**config.mk**
```make
export PLATFORM = sky130hd
export DESIGN_NAME = arm_cell
export DESIGN_NICKNAME = d
export VERILOG_FILES = /design/src/sv/arm_pkg.sv /design/src/sv/arm_cell.sv
export SDC_FILE = /design/constraint.sdc
export NUM_CORES = 1
export LEC_CHECK = 0
export BUFFER_PORTS_ARGS = -buffer_cell sky130_fd_sc_hd__buf_2
export CAP_MARGIN = 15
export CORE_AREA = 3 3 209 211
export CTS_BUF_LIST = sky130_fd_sc_hd__clkbuf_16
export DETAILED_ROUTE_END_ITERATION = 10
export DIE_AREA = 0 0 212 214
export PLACE_DENSITY = 0.73
export SLEW_MARGIN = 20
export SYNTH_ARGS = -nofsm -noshare
export SYNTH_HDL_FRONTEND = slang
export SYNTH_SLANG_ARGS = --single-unit
```
**constraint.sdc**
```tcl
create_clock -name clk -period 10.6 [get_ports clk]
set_input_delay 2.12 -clock clk [delete_from_list [all_inputs] [get_ports clk]]
set_output_delay 2.12 -clock clk [all_outputs]
set_load 0.02 [all_outputs]
```
**src/sv/arm_pkg.sv**
```systemverilog
`timescale 1ns / 1ps
// ----------------------------------------------------------------------------
// Address region map package
// Shared widths, operation and status codes, and the token control struct.
// ----------------------------------------------------------------------------
package arm_pkg;

	localparam int MAX_REGIONS_DEF = 16;
	localparam int ADDR_BITS_DEF   = 32;
	localparam int PORT_AW         = 32;
	localparam int TYPE_W          = 8;
	localparam int HAND_W          = 8;

	typedef enum logic [1:0] {
		MODE_INSERT    = 2'd0,
		MODE_REMOVE    = 2'd1,
		MODE_LOOKUP    = 2'd2,
		MODE_TRANSLATE = 2'd3
	} mode_t;

	typedef enum logic [1:0] {
		ST_OK      = 2'd0,
		ST_OVERLAP = 2'd1,
		ST_FULL    = 2'd2,
		ST_NOTREG  = 2'd3
	} status_t;

	// control part of the token that walks the cell chain
	typedef struct packed {
		logic    act;
		logic    done;
		mode_t   mode;
		status_t status;
		logic    hit;
		logic    shift;
		logic    has_prev;
	} tok_ctl_t;

endpackage

```
**src/sv/arm_cell.sv**
```systemverilog
`timescale 1ns / 1ps
// ----------------------------------------------------------------------------
// Address region map cell
// Holds one region slot and one stage of the operation token. Inserts shift
// entries toward the tail through the token, removes pull from the next cell.
// ----------------------------------------------------------------------------
module arm_cell #(
	parameter int AW = arm_pkg::ADDR_BITS_DEF
) (
	input  logic                        clk,
	input  logic                        arst_n,
	input  logic                        en,
	input  arm_pkg::tok_ctl_t           ti_ctl,
	input  logic [arm_pkg::TYPE_W-1:0]  ti_type,
	input  logic [AW-1:0]               ti_start,
	input  logic [AW-1:0]               ti_end,
	input  logic [arm_pkg::HAND_W-1:0]  ti_hand,
	input  logic [AW-1:0]               ti_addr,
	input  logic [AW-1:0]               ti_pend,
	input  logic [AW-1:0]               ti_real,
	output arm_pkg::tok_ctl_t           to_ctl,
	output logic [arm_pkg::TYPE_W-1:0]  to_type,
	output logic [AW-1:0]               to_start,
	output logic [AW-1:0]               to_end,
	output logic [arm_pkg::HAND_W-1:0]  to_hand,
	output logic [AW-1:0]               to_addr,
	output logic [AW-1:0]               to_pend,
	output logic [AW-1:0]               to_real,
	input  logic                        nx_valid,
	input  logic [arm_pkg::TYPE_W-1:0]  nx_type,
	input  logic [AW-1:0]               nx_start,
	input  logic [AW-1:0]               nx_end,
	input  logic [arm_pkg::HAND_W-1:0]  nx_hand,
	output logic                        my_valid,
	output logic [arm_pkg::TYPE_W-1:0]  my_type,
	output logic [AW-1:0]               my_start,
	output logic [AW-1:0]               my_end,
	output logic [arm_pkg::HAND_W-1:0]  my_hand
);
	import arm_pkg::*;

	logic               v_q;
	logic [TYPE_W-1:0]  type_q;
	logic [AW-1:0]      start_q;
	logic [AW-1:0]      end_q;
	logic [HAND_W-1:0]  hand_q;

	tok_ctl_t           ctl_q, ctl_d;
	logic [TYPE_W-1:0]  ttype_q, ttype_d;
	logic [AW-1:0]      tstart_q, tstart_d;
	logic [AW-1:0]      tend_q, tend_d;
	logic [HAND_W-1:0]  thand_q, thand_d;
	logic [AW-1:0]      taddr_q;
	logic [AW-1:0]      tpend_q, tpend_d;
	logic [AW-1:0]      treal_q, treal_d;

	logic le, ovl, wr_tok, wr_nxt;

	always_comb begin
		ctl_d    = ti_ctl;
		ttype_d  = ti_type;
		tstart_d = ti_start;
		tend_d   = ti_end;
		thand_d  = ti_hand;
		tpend_d  = ti_pend;
		treal_d  = ti_real;
		wr_tok   = 1'b0;
		wr_nxt   = 1'b0;
		le  = v_q && (start_q <= ti_start);
		ovl = (ti_ctl.has_prev && (ti_start <= ti_pend)) || (v_q && (ti_end >= start_q));
		if (ti_ctl.act && !ti_ctl.done) begin
			case (ti_ctl.mode)
				MODE_INSERT: begin
					if (ti_ctl.shift || (!le && !ovl)) begin
						// take the carried entry, pass the old one on
						wr_tok       = 1'b1;
						ctl_d.shift  = 1'b1;
						ctl_d.done   = !v_q;
						ttype_d      = type_q;
						tstart_d     = start_q;
						tend_d       = end_q;
						thand_d      = hand_q;
					end else if (le) begin
						ctl_d.has_prev = 1'b1;
						tpend_d        = end_q;
					end else begin
						ctl_d.done   = 1'b1;
						ctl_d.status = ST_OVERLAP;
					end
				end
				MODE_REMOVE: begin
					if (ti_ctl.shift || (v_q && (hand_q == ti_hand))) begin
						wr_nxt      = 1'b1;
						ctl_d.shift = 1'b1;
						ctl_d.done  = !nx_valid;
					end else if (!v_q) begin
						ctl_d.done = 1'b1;
					end
				end
				MODE_LOOKUP: begin
					if (!v_q) begin
						ctl_d.done = 1'b1;
					end else if ((ti_addr >= start_q) && (ti_addr < end_q)) begin
						ctl_d.hit  = 1'b1;
						ctl_d.done = 1'b1;
						ttype_d    = type_q;
						thand_d    = hand_q;
					end
				end
				MODE_TRANSLATE: begin
					if (!v_q) begin
						ctl_d.done = 1'b1;
					end else if (type_q == ti_type) begin
						ctl_d.done   = 1'b1;
						ctl_d.status = ST_OK;
						treal_d      = start_q + ti_addr;
					end
				end
				default: begin
					ctl_d.done = 1'b1;
				end
			endcase
		end
	end

	always_ff @(posedge clk or negedge arst_n) begin
		if (!arst_n) begin
			v_q   <= 1'b0;
			ctl_q <= '0;
		end else if (en) begin
			ctl_q <= ctl_d;
			if (wr_tok) begin
				v_q <= 1'b1;
			end else if (wr_nxt) begin
				v_q <= nx_valid;
			end
		end
	end

	always_ff @(posedge clk) begin
		if (en) begin
			ttype_q  <= ttype_d;
			tstart_q <= tstart_d;
			tend_q   <= tend_d;
			thand_q  <= thand_d;
			taddr_q  <= ti_addr;
			tpend_q  <= tpend_d;
			treal_q  <= treal_d;
			if (wr_tok) begin
				type_q  <= ti_type;
				start_q <= ti_start;
				end_q   <= ti_end;
				hand_q  <= ti_hand;
			end else if (wr_nxt) begin
				type_q  <= nx_type;
				start_q <= nx_start;
				end_q   <= nx_end;
				hand_q  <= nx_hand;
			end
		end
	end

	assign to_ctl   = ctl_q;
	assign to_type  = ttype_q;
	assign to_start = tstart_q;
	assign to_end   = tend_q;
	assign to_hand  = thand_q;
	assign to_addr  = taddr_q;
	assign to_pend  = tpend_q;
	assign to_real  = treal_q;

	assign my_valid = v_q;
	assign my_type  = type_q;
	assign my_start = start_q;
	assign my_end   = end_q;
	assign my_hand  = hand_q;

endmodule

```
==> results of run 1 <==
==> cells by family after synthesis <==
| kind of cell | Yosys count | share of synthesized area, % |
|---|---|---|
| xor gates and xnor gates | 38 | 2.03 |
| buffers and inverters | 211 | 5.42 |
| muxes | 54 | 3.69 |
| adders and majority gates | 195 | 14.9 |
| DFF | 266 | 48.4 |
| and+or+nand+nor | 368 | 10.6 |
| AOI/OAI and AO/OA | 404 | 15.0 |
==> sequential cells by signal, summed over array words and instances, names as in the netlist <==
register and count:
my_end 32, my_hand 8, my_start 32, my_type 8, my_valid 1, to_addr 32, to_ctl 9, to_end 32
to_hand 8, to_pend 32, to_real 32, to_start 32, to_type 8
==> where the power goes <==
group,internal [mW],switching (mW),leakage [nW],total [mW]
clock,0.573,0.444,0.476,1.02
sequential,1.22,0.0252,2.56,1.25
combinational,0.177,0.308,6.57,0.485
total,1.97,0.778,9.61,2.75
==> final cells by class <==
cell class	count	area, um2	area share [%]
timing repair buffer	543	2750	13.4
clock buffer	31	776	3.78
tap	539	674	3.28
clock inverter	24	160	0.780
inverter	162	608	2.96
multi-input combinational	1059	7610	37.1
antenna	7	17.5	0.0853
sequential	266	7940	38.7
==> worst paths after layout <==
path	cells after the start	endpoint	slack (ns)	start
setup reg to reg	10	my_end[15]$_DFFE_PP_	5.51	my_start[1]$_DFFE_PP_
hold / removal	1	to_ctl[3]$_DFFE_PN0P_	0.49	to_ctl[3]$_DFFE_PN0P_
max in group asynchronous	1	to_ctl[6]$_DFFE_PN0P_	8.93	arst_n
hold reg to reg	1	to_ctl[3]$_DFFE_PN0P_	0.49	to_ctl[3]$_DFFE_PN0P_
min in group asynchronous	1	to_ctl[8]$_DFFE_PN0P_	1.42	arst_n
setup / recovery	13	my_end[17]$_DFFE_PP_	3.83	ti_pend[14]
==> cell usage in the layout (no fill, tap or decap), drive strengths merged, types with 10 or more instances in the layout <==
cell / n
buf: 542
edfxtp: 256
nand2: 201
o21ai: 197
ha: 194
inv: 168
a21oi: 78
mux2: 52
nor2: 46
xnor2: 35
clkbuf: 32
a21o: 30
nand4: 27
a22o: 16
nor2b: 16
clkinv: 16
nor3: 14
nand3: 11
a31oi: 11
dfrtp: 10
o211ai: 10
==> routing by layer <==
| metal | GRT usage [%] | share of wire [%] |
|---|---|---|
| met3 | 4.85 | 7.9 |
| met4 | 7.12 | 3.1 |
| met1 | 31.0 | 40 |
| met5 | 0 | 0.022 |
| met2 | 42.1 | 49 |
==> worst register-to-register path, stage by stage, from the launching register on <==
cell and delay (ns):
edfxtp_1 0.46, ha_1 0.33, nor2b_2 0.15, o211ai_1 0.35, a2111oi_2 0.19, a2111oi_2 0.80, o211ai_2 0.26, o2111ai_1 0.18
a21o_4 0.74, buf_4 0.84, mux2_1 0.52
==> metrics.txt, run 1 <==
Yosys cell types 76; Post-synth EDFFs 256; WP buf/inv 4; fraction of registers with async set or reset after synthesis about 3.8%; worst slack at placement 3.02 ns; syn nets 2000; Routed WL ~58000 um; Cell Count, Final, Fillers Out ~2600; placed cell areas 0.0196 mm2; CP Cell Sequence buf_2 -> inv_1 -> ha_1 -> nand4_1 -> nor4_1 -> o21ai_1 -> o211ai_1 -> a2111o_1 -> o2111ai_1 -> a21o_4 -> a21boi_4 -> buf_4 -> buf_4; worst setup margin roughly 3.8 ns; layout cells sized above 1 between 20 and 30%; Final Power ~2.7 mW; Finished Core Util roughly half; initial core utilization 39.1%; Synth area leader edfxtp_1; GRT Util Overall 24.4%; #FFs+latches synth around 270; commonest cells in the netlist edfxtp_1, nand2_1, ha_1; CTS resizes 0; Synth Warn # 0; period utilization 63.9%; # rows 75; CP dominant cell by count buf_4; cell family with most CP delay compound AO/OA/AOI/OAI gates; Primary FF master, synth edfxtp_1; CP max stage delay 0.96 ns; root buffer cell clkbuf_16; mean area per synthesized cell between 10 and 15 um2; Syn Std Cell Area around 0.016 mm2; Die ar. about 0.045 mm2; DP Wirelength ~46000 um; Final min period slightly below 7 ns; die span in y between 200 and 250 um; htree depth 1; Die W between 200 and 250 um; Post-Synthesis Cells 1536; Clock transition at path regs 0.06 ns; input/output buffers about 530; synth top area cells edfxtp_1, ha_1, nand2_1, o21ai_1, inv_1; CORE AREA between 0.04 and 0.05 mm2; # IOs ~540; setup TNS 0 ns; Congestion Overflow GR 0; hold buffers post-CTS 0; vias in the first global route 14200; Hold Worst Slack 0.494 ns; Pleak 9.61 nW; Max Clk Rate 0.148 GHz; worst hold path type flip-flop to flip-flop; Clock Tree Buf Depth 3; Worst Clk Skew 0.0192 ns; First-pass DRT Iterations 5; largest net degree at the start of global routing 95; max-cap violations 0; Worst Path Arrival roughly 7 ns; clk sinks around 270; GP Congestion roughly 0.92; status complete, no violations; most common cell in the netlist edfxtp_1; CTS tree done; Area Overhead vs Synth 25.1%; vias per inst 5.39; post-CTS setup buffer count 0; area share of the largest cell type after synthesis between 40% and 50%; CP max-delay cell nor4_1; final hold violations 0; maximum VDD drop about 0.15 mV; CP Capture Type flip-flop; Design Area, Final approximately 0.02 mm2; initial antenna violation count 10; final net count approximately 2500; CTS Buf Count 31; number of placed instances, taps included about 2600; Least-Margin Pin Slew roughly 1.1 ns; DRC errors left 0; FILL cells between 3000 and 4000; RSZ-0062 raised after global routing no; slew margin rel. 27.7%; # setup viols final 0; register area share after synthesis roughly half; first-iteration detailed-routing DRC count 960; Required @ worst endpoint approximately 11 ns; first-pass GRT wire length 85500 um; drt wl/cell 22.0 um; PD cells 134 mW/mm2; worst skew pair latency 0.58 ns; final-report max-slew violation count 0; Crit Path Category input port to flip-flop; vias approximately 14000; critical path peak fanout between 70 and 80; startpoint types input port; Final ANT Viol Nets 0
Note: power is estimated with default switching activity, not from simulation.
==> run 2: changes to the inputs <==
Settings changed: CORE_AREA 3 3 209 211 to 3 3 204 206, DIE_AREA 0 0 212 214 to 0 0 207 209, PLACE_DENSITY 0.73 to 0.76.
Clock period 10.6 ns to 6.5 ns, I/O delays scaled along.
==> run 2 against run 1 <==
Register-to-register slack worse by 3.3 ns. Utilization up 2.8 points. Worst hold slack worse by 0.0014 ns. Global-route usage up 0.66 points. Critical path type unchanged. Largest power group unchanged.
==> metrics.txt, run 2 (synthesis gave the netlist of run 1 again) <==
largest net degree at the start of global routing 123 (was 95); input/output buffers 534 (unchanged); layout cells sized above 1 29.5% (was 29.1%); sequential power share 44.3% (was 45.3%); leading cell type in the layout, fill and taps excluded buf_2 (unchanged); Die ar. 0.0433 mm2 (was 0.0454 mm2); htree depth 1 (unchanged); hold buffers post-CTS 0 (unchanged); max-cap violations 0 (unchanged); vias in the first global route 14600 (was 14200); crit path from ti_pend[15] (was ti_pend[14]); CP Cell Sequence buf_2 -> inv_1 -> ha_1 -> nand4_1 -> nor4_1 -> o21ai_1 -> o211ai_1 -> a2111o_1 -> o2111ai_1 -> a21o_4 -> a21boi_4 -> buf_4 (was buf_2 -> inv_1 -> ha_1 -> nand4_1 -> nor4_1 -> o21ai_1 -> o211ai_1 -> a2111o_1 -> o2111ai_1 -> a21o_4 -> a21boi_4 -> buf_4 -> buf_4); worst reg2reg path startpoint my_start[1]$_DFFE_PP_ (unchanged); number of placed instances, taps included 2555 (was 2569); Clock Tree Buf Depth 3 (unchanged); CORE AREA 0.0398 mm2 (was 0.0419 mm2); Crit Path Category input port to flip-flop (unchanged); vias 14300 (was 14200); FILL cells 3539 (was 3892); final net count 2526 (was 2527); CP max-delay cell nor4_1 (unchanged); Congestion Overflow GR 0 (unchanged); DRC errors left 0 (unchanged); startpoint types input port (unchanged); worst hold path type flip-flop to flip-flop (unchanged); DP Wirelength 45100 um (was 45900 um); Die W 207 um (was 212 um); CTS resizes 0 (unchanged); # rows 73 (was 75); Pleak 9.64 nW (was 9.61 nW); cell family with most CP delay compound AO/OA/AOI/OAI gates (unchanged); maximum VDD drop 0.207 mV (was 0.149 mV); clk sinks 266 (unchanged); first-iteration detailed-routing DRC count 975 (was 960); worst slack at placement 0.564 ns (was 3.02 ns); commonest non-fill, non-tap cells in the layout buf_2, edfxtp_1, nand2_1, ha_1, inv_1 (unchanged); RSZ-0062 raised after global routing no (unchanged); Final min period around 5.2 ns; initial core utilization 41.2% (was 39.1%); initial antenna violation count 5 (was 10); WP buf/inv 3 (was 4); period utilization 80.5%; Final ANT Viol Nets 0 (unchanged); placed cell areas 0.0196 mm2 (about the same); Design Area, Final 0.0206 mm2 (was 0.0205 mm2); Worst Clk Skew 0.0240 ns (was 0.0192 ns); root buffer cell clkbuf_16 (unchanged); sw frac 27.8% (was 28.3%); Area Overhead vs Synth 25.5% (was 25.1%); clock power share 38.2% (was 37.0%); Pint 3.30 mW (was 1.97 mW); Final Power 4.58 mW (was 2.75 mW); post-CTS setup buffer count 0 (unchanged); setup TNS 0 ns (unchanged); Least-Margin Pin Slew 0.983 ns (was 1.08 ns); First-pass DRT Iterations 5 (unchanged); # IOs 535 (unchanged); worst min-delay path startpoint to_ctl[3]$_DFFE_PN0P_ (unchanged); Required @ worst endpoint 6.69 ns (was 10.80 ns); die span in y 209 um (was 214 um); PD cells 222 mW/mm2 (was 134 mW/mm2); # setup viols final 0 (unchanged); GRT Util Overall 25.1% (was 24.4%); CTS tree done (unchanged); first-pass GRT wire length 85900 um (was 85500 um); Cell Count, Final, Fillers Out 2614 (was 2631); Routed WL 56900 um (was 57900 um); worst setup margin 1.27 ns (was 3.83 ns); critical path peak fanout 49 (was 75); vias per inst 5.47 (was 5.39); status complete, no violations (unchanged); final-report max-slew violation count 0 (unchanged); GP Congestion 0.920 (was 0.916); worst skew pair latency 0.57 ns (was 0.58 ns); Psw 1.27 mW (was 0.778 mW); drt wl/cell 21.8 um (was 22.0 um); slew margin rel. 33.6% (was 27.7%); Clock transition at path regs 0.06 ns (about the same); CP max stage delay 0.88 ns (was 0.96 ns); final hold violations 0 (unchanged); Worst Path Arrival 5.42 ns (was 6.97 ns); CTS Buf Count 30 (was 31); combinational share of power 17.5% (was 17.7%); Max Clk Rate roughly 0.19 GHz; CP Capture Type flip-flop (unchanged)
run 2: cell count changes in the layout (fill, tap and decap cells not counted):
cell        previous run  this run
buf_12                 0         2
buf_4                  9         7
bufinv_16              2         4
clkinv_1              12         7
clkinv_2               2         6
clkinv_4               2         0
clkinvlp_4             0         4
diode_2                7         3
inv_1                167       164
inv_6                  1         2
run 2: power groups by stage:
stage	sequential [mW]	clock (mW)	combinational, mW
final	2.03	1.75	0.800
after global routing	2.04	1.84	0.870
after CTS	2.03	1.78	0.799
after detailed placement	2.06	0	0.793
after global placement	2.06	0	0.774
after floorplan	2.17	0	0.322
run 2: cell type report:
cell class	count	area, um2	share of cell area (%)
Clock buffer	31	776	3.77
Antenna cell	3	7.51	0.0364
Clock inverter	25	231	1.12
Sequential cell	266	7940	38.5
Multi-Input combinational cell	1059	7610	36.9
Timing Repair Buffer	543	2770	13.5
Inverter	162	608	2.95
Tap cell	525	657	3.19
run 2: path summary, 6_finish.rpt:
kind	end	slack (ns)	cells past startpoint
hold reg to reg	to_ctl[3]$_DFFE_PN0P_	0.49	1
max in group asynchronous	to_ctl[6]$_DFFE_PN0P_	5.68	1
hold / removal	to_ctl[3]$_DFFE_PN0P_	0.49	1
setup reg to reg	my_end[17]$_DFFE_PP_	2.21	11
min in group asynchronous	to_ctl[7]$_DFFE_PN0P_	0.59	1
setup / recovery	my_end[17]$_DFFE_PP_	1.27	12
run 2: stage by stage:
| stage | hold slack (ns) | utilization, % |
|---|---|---|
| final | 0.493 | 51.7 |
| after global routing | 0.526 | 51.7 |
| after CTS | 0.492 | 51.7 |
| after detailed placement | 0.477 | 49.2 |
| after global placement | 0.462 | 49.2 |
| after floorplan | 0.591 | - |
run 2: metal layers:
layer | global-route usage, % | share of wire (%)
met4 | 6.06 | 2.4
met1 | 31.2 | 39
met5 | 0 | 0.023
met2 | 44.7 | 50
met3 | 5.33 | 8.5
